## src/gpm_pkg.sv

```systemverilog
package gpm_pkg;

   typedef enum logic [2:0] {
      ACT_NEW_PATTERN      = 3'd0,
      ACT_PATTERN_BYTE     = 3'd1,
      ACT_PATTERN_ABSENT   = 3'd2,
      ACT_VALUE_BYTE       = 3'd3,
      ACT_EVALUATE         = 3'd4,
      ACT_EVALUATE_ABSENT  = 3'd5
   } action_type;

   localparam logic [7:0] CH_STAR  = 8'h2A;
   localparam logic [7:0] CH_QUERY = 8'h3F;
   localparam logic [7:0] CH_OPEN  = 8'h5B;
   localparam logic [7:0] CH_CLOSE = 8'h5D;
   localparam logic [7:0] CH_BANG  = 8'h21;
   localparam logic [7:0] CH_CARET = 8'h5E;
   localparam logic [7:0] CH_DASH  = 8'h2D;

   typedef enum logic [3:0] {
      OP_NONE,
      OP_LOAD,
      OP_EVAL_START,
      OP_STAR,
      OP_ADV,
      OP_BACK,
      OP_SKIP,
      OP_RESULT,
      OP_CLS_START,
      OP_CLS_INV,
      OP_CLS_CLOSE,
      OP_CLS_LO,
      OP_CLS_SINGLE,
      OP_CLS_RANGE,
      OP_CLS_TAKE,
      OP_CLS_LIT
   } op_type;

   typedef enum logic [1:0] {
      PSEL_PI,
      PSEL_CI,
      PSEL_CI1,
      PSEL_CI2
   } psel_type;

   typedef struct packed {
      op_type   op;
      psel_type psel;
      logic     res;
   } cmd_type;

   typedef struct packed {
      logic quick;
      logic quick_match;
      logic v_done;
      logic have_star;
      logic p_star;
      logic p_query;
      logic p_open;
      logic p_close;
      logic p_zero;
      logic p_bang_caret;
      logic p_dash;
      logic p_eq_c;
      logic c_open;
      logic cls_hit;
   } status_type;

endpackage

```

## src/gpm_ctrl.sv

```systemverilog
module gpm_ctrl (
   input  logic                clock,
   input  logic                reset,
   input  logic                req_tvalid,
   output logic                req_tready,
   input  logic [2:0]          action,
   output logic                rsp_tvalid,
   input  logic                rsp_tready,
   input  gpm_pkg::status_type status,
   output gpm_pkg::cmd_type    cmd
);
   import gpm_pkg::*;

   typedef enum logic [13:0] {
      S_IDLE   = 14'b00000000000001,
      S_FETCH  = 14'b00000000000010,
      S_DECIDE = 14'b00000000000100,
      S_TAIL   = 14'b00000000001000,
      S_CINV_F = 14'b00000000010000,
      S_CINV   = 14'b00000000100000,
      S_CCL_F  = 14'b00000001000000,
      S_CCL    = 14'b00000010000000,
      S_CLO_F  = 14'b00000100000000,
      S_CLO    = 14'b00001000000000,
      S_CD_F   = 14'b00010000000000,
      S_CD     = 14'b00100000000000,
      S_CHI_F  = 14'b01000000000000,
      S_CHI    = 14'b10000000000000
   } state_type;

   state_type state_ff, state_in;
   logic      rsp_valid_ff, rsp_valid_in;

   assign req_tready = (state_ff == S_IDLE) && (!rsp_valid_ff || rsp_tready);
   assign rsp_tvalid = rsp_valid_ff;

   always_comb begin
      state_in = state_ff;
      cmd.op   = OP_NONE;
      cmd.psel = PSEL_PI;
      cmd.res  = 1'b0;
      case (state_ff)
         S_IDLE: begin
            if (req_tvalid && req_tready) begin
               case (action_type'(action))
                  ACT_NEW_PATTERN, ACT_PATTERN_BYTE, ACT_PATTERN_ABSENT, ACT_VALUE_BYTE: begin
                     cmd.op = OP_LOAD;
                  end
                  ACT_EVALUATE, ACT_EVALUATE_ABSENT: begin
                     if (status.quick) begin
                        cmd.op  = OP_RESULT;
                        cmd.res = status.quick_match;
                     end else begin
                        cmd.op   = OP_EVAL_START;
                        state_in = S_FETCH;
                     end
                  end
                  default: ;
               endcase
            end
         end
         S_FETCH: begin
            cmd.psel = PSEL_PI;
            state_in = status.v_done ? S_TAIL : S_DECIDE;
         end
         S_TAIL: begin
            if (status.p_star) begin
               cmd.op   = OP_SKIP;
               state_in = S_FETCH;
            end else begin
               cmd.op   = OP_RESULT;
               cmd.res  = status.p_zero;
               state_in = S_IDLE;
            end
         end
         S_DECIDE: begin
            if (status.p_star) begin
               cmd.op   = OP_STAR;
               state_in = S_FETCH;
            end else if (status.p_query) begin
               cmd.op   = OP_ADV;
               state_in = S_FETCH;
            end else if (status.p_open) begin
               cmd.op   = OP_CLS_START;
               state_in = S_CINV_F;
            end else if (status.p_eq_c) begin
               cmd.op   = OP_ADV;
               state_in = S_FETCH;
            end else if (status.have_star) begin
               cmd.op   = OP_BACK;
               state_in = S_FETCH;
            end else begin
               cmd.op   = OP_RESULT;
               state_in = S_IDLE;
            end
         end
         S_CINV_F: begin
            cmd.psel = PSEL_CI;
            state_in = S_CINV;
         end
         S_CINV: begin
            if (status.p_bang_caret) begin
               cmd.op = OP_CLS_INV;
            end
            state_in = S_CCL_F;
         end
         S_CCL_F: begin
            cmd.psel = PSEL_CI;
            state_in = S_CCL;
         end
         S_CCL: begin
            if (status.p_close) begin
               cmd.op = OP_CLS_CLOSE;
            end
            state_in = S_CLO_F;
         end
         S_CLO_F: begin
            cmd.psel = PSEL_CI;
            state_in = S_CLO;
         end
         S_CLO: begin
            if (status.p_close && status.cls_hit) begin
               cmd.op   = OP_CLS_TAKE;
               state_in = S_FETCH;
            end else if (status.p_zero && status.c_open) begin
               cmd.op   = OP_CLS_LIT;
               state_in = S_FETCH;
            end else if (status.p_close || status.p_zero) begin
               if (status.have_star) begin
                  cmd.op   = OP_BACK;
                  state_in = S_FETCH;
               end else begin
                  cmd.op   = OP_RESULT;
                  state_in = S_IDLE;
               end
            end else begin
               cmd.op   = OP_CLS_LO;
               state_in = S_CD_F;
            end
         end
         S_CD_F: begin
            cmd.psel = PSEL_CI1;
            state_in = S_CD;
         end
         S_CD: begin
            if (status.p_dash) begin
               state_in = S_CHI_F;
            end else begin
               cmd.op   = OP_CLS_SINGLE;
               state_in = S_CLO_F;
            end
         end
         S_CHI_F: begin
            cmd.psel = PSEL_CI2;
            state_in = S_CHI;
         end
         S_CHI: begin
            if (!status.p_zero && !status.p_close) begin
               cmd.op = OP_CLS_RANGE;
            end else begin
               cmd.op = OP_CLS_SINGLE;
            end
            state_in = S_CLO_F;
         end
         default: begin
            state_in = S_IDLE;
         end
      endcase
   end

   always_comb begin
      if (cmd.op == OP_RESULT) begin
         rsp_valid_in = 1'b1;
      end else if (rsp_tready) begin
         rsp_valid_in = 1'b0;
      end else begin
         rsp_valid_in = rsp_valid_ff;
      end
   end

   always_ff @(posedge clock) begin
      if (reset) begin
         state_ff     <= S_IDLE;
         rsp_valid_ff <= 1'b0;
      end else begin
         state_ff     <= state_in;
         rsp_valid_ff <= rsp_valid_in;
      end
   end

endmodule

```

## src/gpm_dp.sv

```systemverilog
module gpm_dp #(
   parameter int PATTERN_DEPTH = 64,
   parameter int VALUE_DEPTH   = 256
) (
   input  logic                clock,
   input  logic                reset,
   input  logic [2:0]          action,
   input  logic [7:0]          data_byte,
   input  gpm_pkg::cmd_type    cmd,
   output gpm_pkg::status_type status,
   output logic                matched,
   output logic                overflowed
);
   import gpm_pkg::*;

   localparam int PA  = $clog2(PATTERN_DEPTH);
   localparam int PLW = $clog2(PATTERN_DEPTH + 1);
   localparam int PIW = $clog2(PATTERN_DEPTH + 3);
   localparam int VA  = $clog2(VALUE_DEPTH);
   localparam int VIW = $clog2(VALUE_DEPTH + 1);
   localparam logic [PLW-1:0] PLEN_MAX = PLW'(PATTERN_DEPTH);
   localparam logic [VIW-1:0] VLEN_MAX = VIW'(VALUE_DEPTH);

   logic [7:0] pattern_mem [PATTERN_DEPTH];
   logic [7:0] value_mem   [VALUE_DEPTH];

   logic [PLW-1:0] plen_ff, plen_in;
   logic [VIW-1:0] vlen_ff, vlen_in;
   logic           missing_ff, missing_in;
   logic           ovf_ff, ovf_in;
   logic [PIW-1:0] pi_ff, pi_in;
   logic [PIW-1:0] star_p_ff, star_p_in;
   logic [PIW-1:0] ci_ff, ci_in;
   logic [PIW-1:0] start_ff, start_in;
   logic [VIW-1:0] vi_ff, vi_in;
   logic [VIW-1:0] star_v_ff, star_v_in;
   logic           have_star_ff, have_star_in;
   logic           inv_ff, inv_in;
   logic           hit_ff, hit_in;
   logic [7:0]     lo_ff, lo_in;
   logic           matched_ff, matched_in;
   logic           overflowed_ff, overflowed_in;
   logic [7:0]     prd_ff;
   logic           p_ok_ff;
   logic [7:0]     vrd_ff;

   logic [PIW-1:0] paddr;
   logic [7:0]     pbyte;
   logic           pwe;
   logic           vwe;

   always_comb begin
      case (cmd.psel)
         PSEL_PI:  paddr = pi_ff;
         PSEL_CI:  paddr = ci_ff;
         PSEL_CI1: paddr = ci_ff + PIW'(1);
         PSEL_CI2: paddr = ci_ff + PIW'(2);
         default:  paddr = pi_ff;
      endcase
   end

   assign pbyte = p_ok_ff ? prd_ff : 8'h00;

   assign status.quick        = ovf_ff || missing_ff ||
                                (action == ACT_EVALUATE_ABSENT);
   assign status.quick_match  = !ovf_ff && missing_ff;
   assign status.v_done       = vi_ff >= vlen_ff;
   assign status.have_star    = have_star_ff;
   assign status.p_star       = pbyte == CH_STAR;
   assign status.p_query      = pbyte == CH_QUERY;
   assign status.p_open       = pbyte == CH_OPEN;
   assign status.p_close      = pbyte == CH_CLOSE;
   assign status.p_zero       = pbyte == 8'h00;
   assign status.p_bang_caret = (pbyte == CH_BANG) || (pbyte == CH_CARET);
   assign status.p_dash       = pbyte == CH_DASH;
   assign status.p_eq_c       = pbyte == vrd_ff;
   assign status.c_open       = vrd_ff == CH_OPEN;
   assign status.cls_hit      = hit_ff ^ inv_ff;

   assign matched    = matched_ff;
   assign overflowed = overflowed_ff;

   always_comb begin
      plen_in       = plen_ff;
      vlen_in       = vlen_ff;
      missing_in    = missing_ff;
      ovf_in        = ovf_ff;
      pi_in         = pi_ff;
      star_p_in     = star_p_ff;
      ci_in         = ci_ff;
      start_in      = start_ff;
      vi_in         = vi_ff;
      star_v_in     = star_v_ff;
      have_star_in  = have_star_ff;
      inv_in        = inv_ff;
      hit_in        = hit_ff;
      lo_in         = lo_ff;
      matched_in    = matched_ff;
      overflowed_in = overflowed_ff;
      pwe           = 1'b0;
      vwe           = 1'b0;
      case (cmd.op)
         OP_LOAD: begin
            case (action_type'(action))
               ACT_NEW_PATTERN, ACT_PATTERN_ABSENT: begin
                  plen_in    = '0;
                  vlen_in    = '0;
                  ovf_in     = 1'b0;
                  missing_in = action == ACT_PATTERN_ABSENT;
               end
               ACT_PATTERN_BYTE: begin
                  if (data_byte != 8'h00) begin
                     missing_in = 1'b0;
                     if (plen_ff < PLEN_MAX) begin
                        pwe     = 1'b1;
                        plen_in = plen_ff + PLW'(1);
                     end else begin
                        ovf_in = 1'b1;
                     end
                  end
               end
               ACT_VALUE_BYTE: begin
                  if (data_byte != 8'h00) begin
                     if (vlen_ff < VLEN_MAX) begin
                        vwe     = 1'b1;
                        vlen_in = vlen_ff + VIW'(1);
                     end else begin
                        ovf_in = 1'b1;
                     end
                  end
               end
               default: ;
            endcase
         end
         OP_EVAL_START: begin
            pi_in        = '0;
            vi_in        = '0;
            have_star_in = 1'b0;
         end
         OP_STAR: begin
            pi_in        = pi_ff + PIW'(1);
            star_p_in    = pi_ff + PIW'(1);
            star_v_in    = vi_ff;
            have_star_in = 1'b1;
         end
         OP_ADV: begin
            pi_in = pi_ff + PIW'(1);
            vi_in = vi_ff + VIW'(1);
         end
         OP_BACK: begin
            pi_in     = star_p_ff;
            star_v_in = star_v_ff + VIW'(1);
            vi_in     = star_v_ff + VIW'(1);
         end
         OP_SKIP: begin
            pi_in = pi_ff + PIW'(1);
         end
         OP_RESULT: begin
            matched_in    = cmd.res;
            overflowed_in = ovf_ff;
            vlen_in       = '0;
         end
         OP_CLS_START: begin
            start_in = pi_ff;
            ci_in    = pi_ff + PIW'(1);
            inv_in   = 1'b0;
            hit_in   = 1'b0;
         end
         OP_CLS_INV: begin
            inv_in = 1'b1;
            ci_in  = ci_ff + PIW'(1);
         end
         OP_CLS_CLOSE: begin
            hit_in = hit_ff || (vrd_ff == CH_CLOSE);
            ci_in  = ci_ff + PIW'(1);
         end
         OP_CLS_LO: begin
            lo_in = pbyte;
         end
         OP_CLS_SINGLE: begin
            hit_in = hit_ff || (lo_ff == vrd_ff);
            ci_in  = ci_ff + PIW'(1);
         end
         OP_CLS_RANGE: begin
            hit_in = hit_ff || ((lo_ff <= vrd_ff) && (vrd_ff <= pbyte));
            ci_in  = ci_ff + PIW'(3);
         end
         OP_CLS_TAKE: begin
            pi_in = ci_ff + PIW'(1);
            vi_in = vi_ff + VIW'(1);
         end
         OP_CLS_LIT: begin
            pi_in = start_ff + PIW'(1);
            vi_in = vi_ff + VIW'(1);
         end
         default: ;
      endcase
   end

   always_ff @(posedge clock) begin
      if (pwe) begin
         pattern_mem[plen_ff[PA-1:0]] <= data_byte;
      end
      prd_ff  <= pattern_mem[paddr[PA-1:0]];
      p_ok_ff <= paddr < PIW'(plen_ff);
   end

   always_ff @(posedge clock) begin
      if (vwe) begin
         value_mem[vlen_ff[VA-1:0]] <= data_byte;
      end
      vrd_ff <= value_mem[vi_ff[VA-1:0]];
   end

   always_ff @(posedge clock) begin
      if (reset) begin
         plen_ff    <= '0;
         vlen_ff    <= '0;
         missing_ff <= 1'b1;
         ovf_ff     <= 1'b0;
      end else begin
         plen_ff    <= plen_in;
         vlen_ff    <= vlen_in;
         missing_ff <= missing_in;
         ovf_ff     <= ovf_in;
      end
   end

   always_ff @(posedge clock) begin
      pi_ff         <= pi_in;
      star_p_ff     <= star_p_in;
      ci_ff         <= ci_in;
      start_ff      <= start_in;
      vi_ff         <= vi_in;
      star_v_ff     <= star_v_in;
      have_star_ff  <= have_star_in;
      inv_ff        <= inv_in;
      hit_ff        <= hit_in;
      lo_ff         <= lo_in;
      matched_ff    <= matched_in;
      overflowed_ff <= overflowed_in;
   end

endmodule

```

## src/glob_pattern_matcher.sv

```systemverilog
// Glob matcher: load a pattern and a value one byte per item, then evaluate.
// Load items, pattern-absent and value-absent evaluations, and evaluations
// under overflow are handled in the idle state without a walk. A full evaluation
// walks the pattern and value memories, each through its own registered read
// port: every pattern/value step or star is a fetch state and then a decide
// state, each bracket byte inspected is fetched and then checked (a range end
// adds its own fetch and check), and a backtrack to the last star repeats the
// walk from there. No input item is taken while an evaluation runs; a new item
// is taken while a finished result waits only if that result is taken the
// same cycle.
module glob_pattern_matcher #(
   parameter int PATTERN_DEPTH = 64,
   parameter int VALUE_DEPTH   = 256
) (
   input  logic        clock,
   input  logic        reset,
   input  logic        req_tvalid,
   output logic        req_tready,
   input  logic [15:0] req_tdata,   // action[2:0], data_byte[10:3], zero[15:11]
   output logic        rsp_tvalid,
   input  logic        rsp_tready,
   output logic [7:0]  rsp_tdata    // matched[0], overflowed[1], zero[7:2]
);
   import gpm_pkg::*;

   cmd_type    cmd;
   status_type status;
   logic       matched;
   logic       overflowed;

   gpm_ctrl u_ctrl (
      .clock      (clock),
      .reset      (reset),
      .req_tvalid (req_tvalid),
      .req_tready (req_tready),
      .action     (req_tdata[2:0]),
      .rsp_tvalid (rsp_tvalid),
      .rsp_tready (rsp_tready),
      .status     (status),
      .cmd        (cmd)
   );

   gpm_dp #(
      .PATTERN_DEPTH (PATTERN_DEPTH),
      .VALUE_DEPTH   (VALUE_DEPTH)
   ) u_dp (
      .clock      (clock),
      .reset      (reset),
      .action     (req_tdata[2:0]),
      .data_byte  (req_tdata[10:3]),
      .cmd        (cmd),
      .status     (status),
      .matched    (matched),
      .overflowed (overflowed)
   );

   assign rsp_tdata = {6'b000000, overflowed, matched};

endmodule

```

## config.mk

```make
export PLATFORM = sky130hd
export DESIGN_NAME = glob_pattern_matcher
export DESIGN_NICKNAME = d
export VERILOG_FILES = /design/src/gpm_pkg.sv /design/src/gpm_ctrl.sv /design/src/gpm_dp.sv /design/src/glob_pattern_matcher.sv
export SDC_FILE = /design/constraint.sdc
export NUM_CORES = 2
export LEC_CHECK = 0
export CORE_MARGIN = 1
export CORE_UTILIZATION = 25
export CTS_CLUSTER_DIAMETER = 30
export CTS_CLUSTER_SIZE = 12
export DETAILED_ROUTE_END_ITERATION = 12
export DONT_BUFFER_PORTS = 1
export PLACE_DENSITY = 0.38
export SYNTH_ARGS = -nofsm -noshare
export SYNTH_HDL_FRONTEND = slang
export SYNTH_HIERARCHICAL = 1
export SYNTH_SLANG_ARGS = --single-unit
export TNS_END_PERCENT = 20
```

## constraint.sdc

```tcl
create_clock -name clock -period 4.4 [get_ports clock]
set_input_delay 0.44 -clock clock [delete_from_list [all_inputs] [get_ports clock]]
set_output_delay 0.44 -clock clock [all_outputs]
set_load 0.03 [all_outputs]
```

==> run summary <==
Setup path
* type of element launching the critical path: flip-flop
* Crit path largest cell delay: 0.51 ns
* buffers plus inverters on the worst setup path: 7
* Critical-path top delay cell: or4_4
* source of the worst register-to-register timing path: u_dp/p_ok_ff
* gate family responsible for the most delay along the worst path: simple AND/OR/NAND/NOR gates
* Crit. Startpoint: u_dp/p_ok_ff
* Crit path required time: 5.11 ns
* type of destination of the critical path: flip-flop
* kind of critical path: reg -> reg
* highest fanout seen on the critical path: 8
* arrival time of data at the critical path endpoint: 5.03 ns
* critical-path cell list: nand2_4 -> inv_1 -> nand2_1 -> or4_4 -> o32ai_2 -> buf_4 -> and4_1 -> a41o_1 -> a211o_2 -> nand2b_4 -> or3_4 -> nor4_4 -> buf_6 -> nand2_4 -> nor2_4 -> buf_6 -> buf_4 -> nand3_4 -> buf_12 -> nor2_4 -> buf_12

Global route
* global-route wire length before repair: 473 mm
* vias in the first global route: 62200
* global-route total usage across every layer: 15.4%
* met1 global-route usage: 21.6%
* maximum number of pins on one net before global-route repair: 321
* global-route track usage on met3: 2.53%
* remaining global-route overflow: 0
* number of antenna violations at the first check in global routing: 29
* met2 layer usage reported by global route: 24.7%
* Top Usage Layer GRT: met2

Synth
* cell type with the highest aggregate area in the netlist: edfxtp_1
* YS warnings: 6
* count of state elements after synthesis: 2669
* mean post-synth cell area: 19.1 µm²
* Area contributors post-synth: edfxtp_1, mux4_2, mux2i_1, nor2_1, dfxtp_1
* sequential-to-total area share from yosys stat: 74.7%
* top cell type's share of synthesized area: 73.8%
* share of synthesized flip-flops with an asynchronous set or reset: 0%
* cell count after synthesis: 5586
* post-synth design cell area: 107000 µm²
* post-synth cell types: 93
* most common flop cell mapped by yosys: edfxtp_1
* count of flip-flops with a built-in enable after synthesis: 2619

Worst hold path
* launch instance of the worst min-delay path: req_tdata[0]
* path class of the lowest-slack min-delay path: in -> reg

Routing
* mean number of vias per cell: 4.54
* 1st-pass router iterations: 9
* routed wire length: 336 mm
* ANT nets after route: 0
* post-DR wirelength/cell: 25.9 µm
* DR vias: 58900
* Remaining DRCs: 12
* Iter 0 DRT Violations: 4381

Floorplanning
* core area: 424000 µm²
* initial core utilization: 25.1%
* I/O Pins: 30
* Horiz. Die Dim: 655 µm
* area enclosed by the die boundary: 429000 µm²
* vertical die dimension: 655 µm
* Core Rows: 239

Power
* power density of the placed cells: 573 nW/µm²
* leak pwr: 47.8 nW
* Max IR drop VDD: 0.374 mV

Placement
* setup slack after placement: -0.352 ns
* weighted congestion at the end of routability-driven global placement: 0.771
* DP Cell Count: 11700
* I/O Buffers: 0
* Final HPWL DP: 189 mm
* placed cell areas: 119000 µm²

Clock tree
* count of H-tree levels built during CTS: 6
* cell chosen for the clock root: clkbuf_16
* CTS tree: yes
* clock buffer count from CTS: 659
* clk_lat worst skew: 1.02 ns
* number of buffers on the longest clock path: 4
* count of clock tree sinks: 2669
* post-CTS clock slew at the launch and capture registers of the worst setup and hold paths: 0.04 ns

Finish
* Syn-to-layout area delta: 34.4%
* final cell count without fillers: 13000
* number of fillers in the final layout: 40400
* layout net count: 6803
* post-route cell area: 143000 µm²
* proportion of layout cells with a drive suffix above 1: 35.0%
* area used by multi-input combinational logic: 25700 µm²
* flip-flop and latch area: 79700 µm²

Timing
* setup repair after global routing missed its margin: yes
* Final Hold Slack: 0.106 ns
* max_slew headroom: -20.0%
* fmax: 232 MHz
* pins over their slew limit: 164
* final critical-path required period: 4.31 ns
* post-layout worst setup margin: 0.0851 ns
* Final Hold Violating Endpoints: 0
* slew at the pin closest to its max-slew limit: 1.80 ns
* final worst path period share: 98.1%
* setup TNS: 0 ns
* Final Skew: 0.0562 ns
* final number of setup-violating endpoints: 0

Run status
* result of the run: finished with violations
* violations in the final reports: DRC, slew limit

Run
* maximum capacitance violations: 0

## metal layers
layer | wire (µm) | vias up
met5 | 66 | -
met4 | 7300 | 10
met3 | 17100 | 521
met2 | 158000 | 1557
met1 | 154000 | 31300
li1 | - | 25500
## where the power goes
part | switching (mW) | internal, mW | total, mW
logic | 2.99 | 1.86 | 4.85
clock network | 15.4 | 33.7 | 49.1
registers | 0.138 | 28.1 | 28.3
## synth_stat cells (8+ instances only)
library cell / instances
nand2_1: 218
a21oi_1: 62
or3_1: 20
mux2i_1: 223
mux4_2: 572
nor2b_1: 54
o221ai_1: 55
o21ai_0: 137
dfxtp_1: 50
edfxtp_1: 2619
buf_6: 38
ha_1: 44
o22ai_1: 83
a211oi_1: 49
and3_1: 23
a31oi_1: 12
a221oi_1: 12
buf_1: 22
xnor2_1: 29
o2111ai_1: 8
xor2_1: 17
a311oi_1: 39
o21a_1: 13
nand4_1: 20
clkbuf_1: 148
nand3_1: 80
o211ai_1: 21
buf_2: 86
buf_4: 31
nor3_1: 57
o31ai_1: 11
nor4_1: 28
inv_1: 54
nand2b_1: 11
nor2_1: 487
## flip-flops by register name (all words and copies together), names as in the netlist, 7 cells and up
register	flops
u_dp/ci_ff	7
u_dp/value_mem	2048
u_dp/vlen_ff	9
u_dp/plen_ff	7
u_dp/pi_ff	7
u_dp/vi_ff	9
u_dp/pattern_mem	512
u_dp/start_ff	7
u_dp/star_p_ff	7
u_dp/lo_ff	8
u_ctrl/state_ff	14
u_dp/star_v_ff	9
u_dp/vrd_ff	8
u_dp/prd_ff	8
## cells by family (layout without fill, tap and decap cells)
| group | Yosys count | count (layout) | synth area share [%] |
|---|---|---|---|
| AO/OA/AOI/OAI | 585 | 585 | 3.78 |
| XOR/XNOR | 46 | 46 | 0.378 |
| adder cells (fa/ha/maj) | 44 | 44 | 0.516 |
| buffers and inverters | 389 | 2087 | 1.91 |
| flip-flops | 2669 | 2669 | 74.7 |
| multiplexers | 796 | 796 | 14.2 |
| other | 1 | 25 | 0.00352 |
| AND/OR/NAND/NOR | 1056 | 1056 | 4.53 |
## stage by stage
stage	utilization, %	power [mW]
after floorplan	-	31.1
after global placement	28.1	33.0
after detailed placement	28.1	33.0
after CTS	33.6	83.1
after global routing	33.8	84.7
final	33.8	82.2
## worst reg2reg max path: cells and delay by family, from the launching register on
kind            cells  cell delay [ns]
compound gates      3             0.49
simple gates       11             2.03
buf+inv             7             1.03
flops               1             0.44
## cell usage in the layout (no fill, tap or decap), drive strengths merged, types with 31 or more instances in the layout
cell         n
a211oi      50
a21oi       63
a311oi      39
buf        800
bufinv     102
clkbuf     762
clkinv     265
clkinvlp    58
dfxtp       50
edfxtp    2619
ha          44
inv         82
mux2i      223
mux4       572
nand2      219
nand3       80
nor2       487
nor2b       54
nor3        58
nor4        31
o21ai      141
o221ai      55
o22ai       83
## worst paths after layout
path                             to  slack (ns)  cells after the start
max          u_dp/value_mem[184][2]        0.09                     21
min                    u_dp/matched        0.11                      4
max reg2reg  u_dp/value_mem[184][2]        0.09                     21
min reg2reg         u_dp/overflowed        0.52                      0
## area by class of cell
| cell class | instances | area share (%) |
|---|---|---|
| flip-flops and latches | 2669 | 55.6 |
| multi-input cells | 2533 | 18.0 |
| clock buffers | 762 | 11.9 |
| repair buffers | 818 | 5.40 |
| well taps | 5663 | 4.94 |
| clock inverters | 449 | 4.04 |
| inverters | 58 | 0.163 |
| diodes | 19 | 0.0332 |
## timing repair
action,4_1_cts,5_1_grt
resized for setup,47,69
setup endpoints to repair,2546,1528
pin swaps,6,15
endpoints found under the hold margin,2007,144
gates cloned,3,0
setup buffers,4,3
hold buffers,25,6
(Power assumes the default switching activity.)
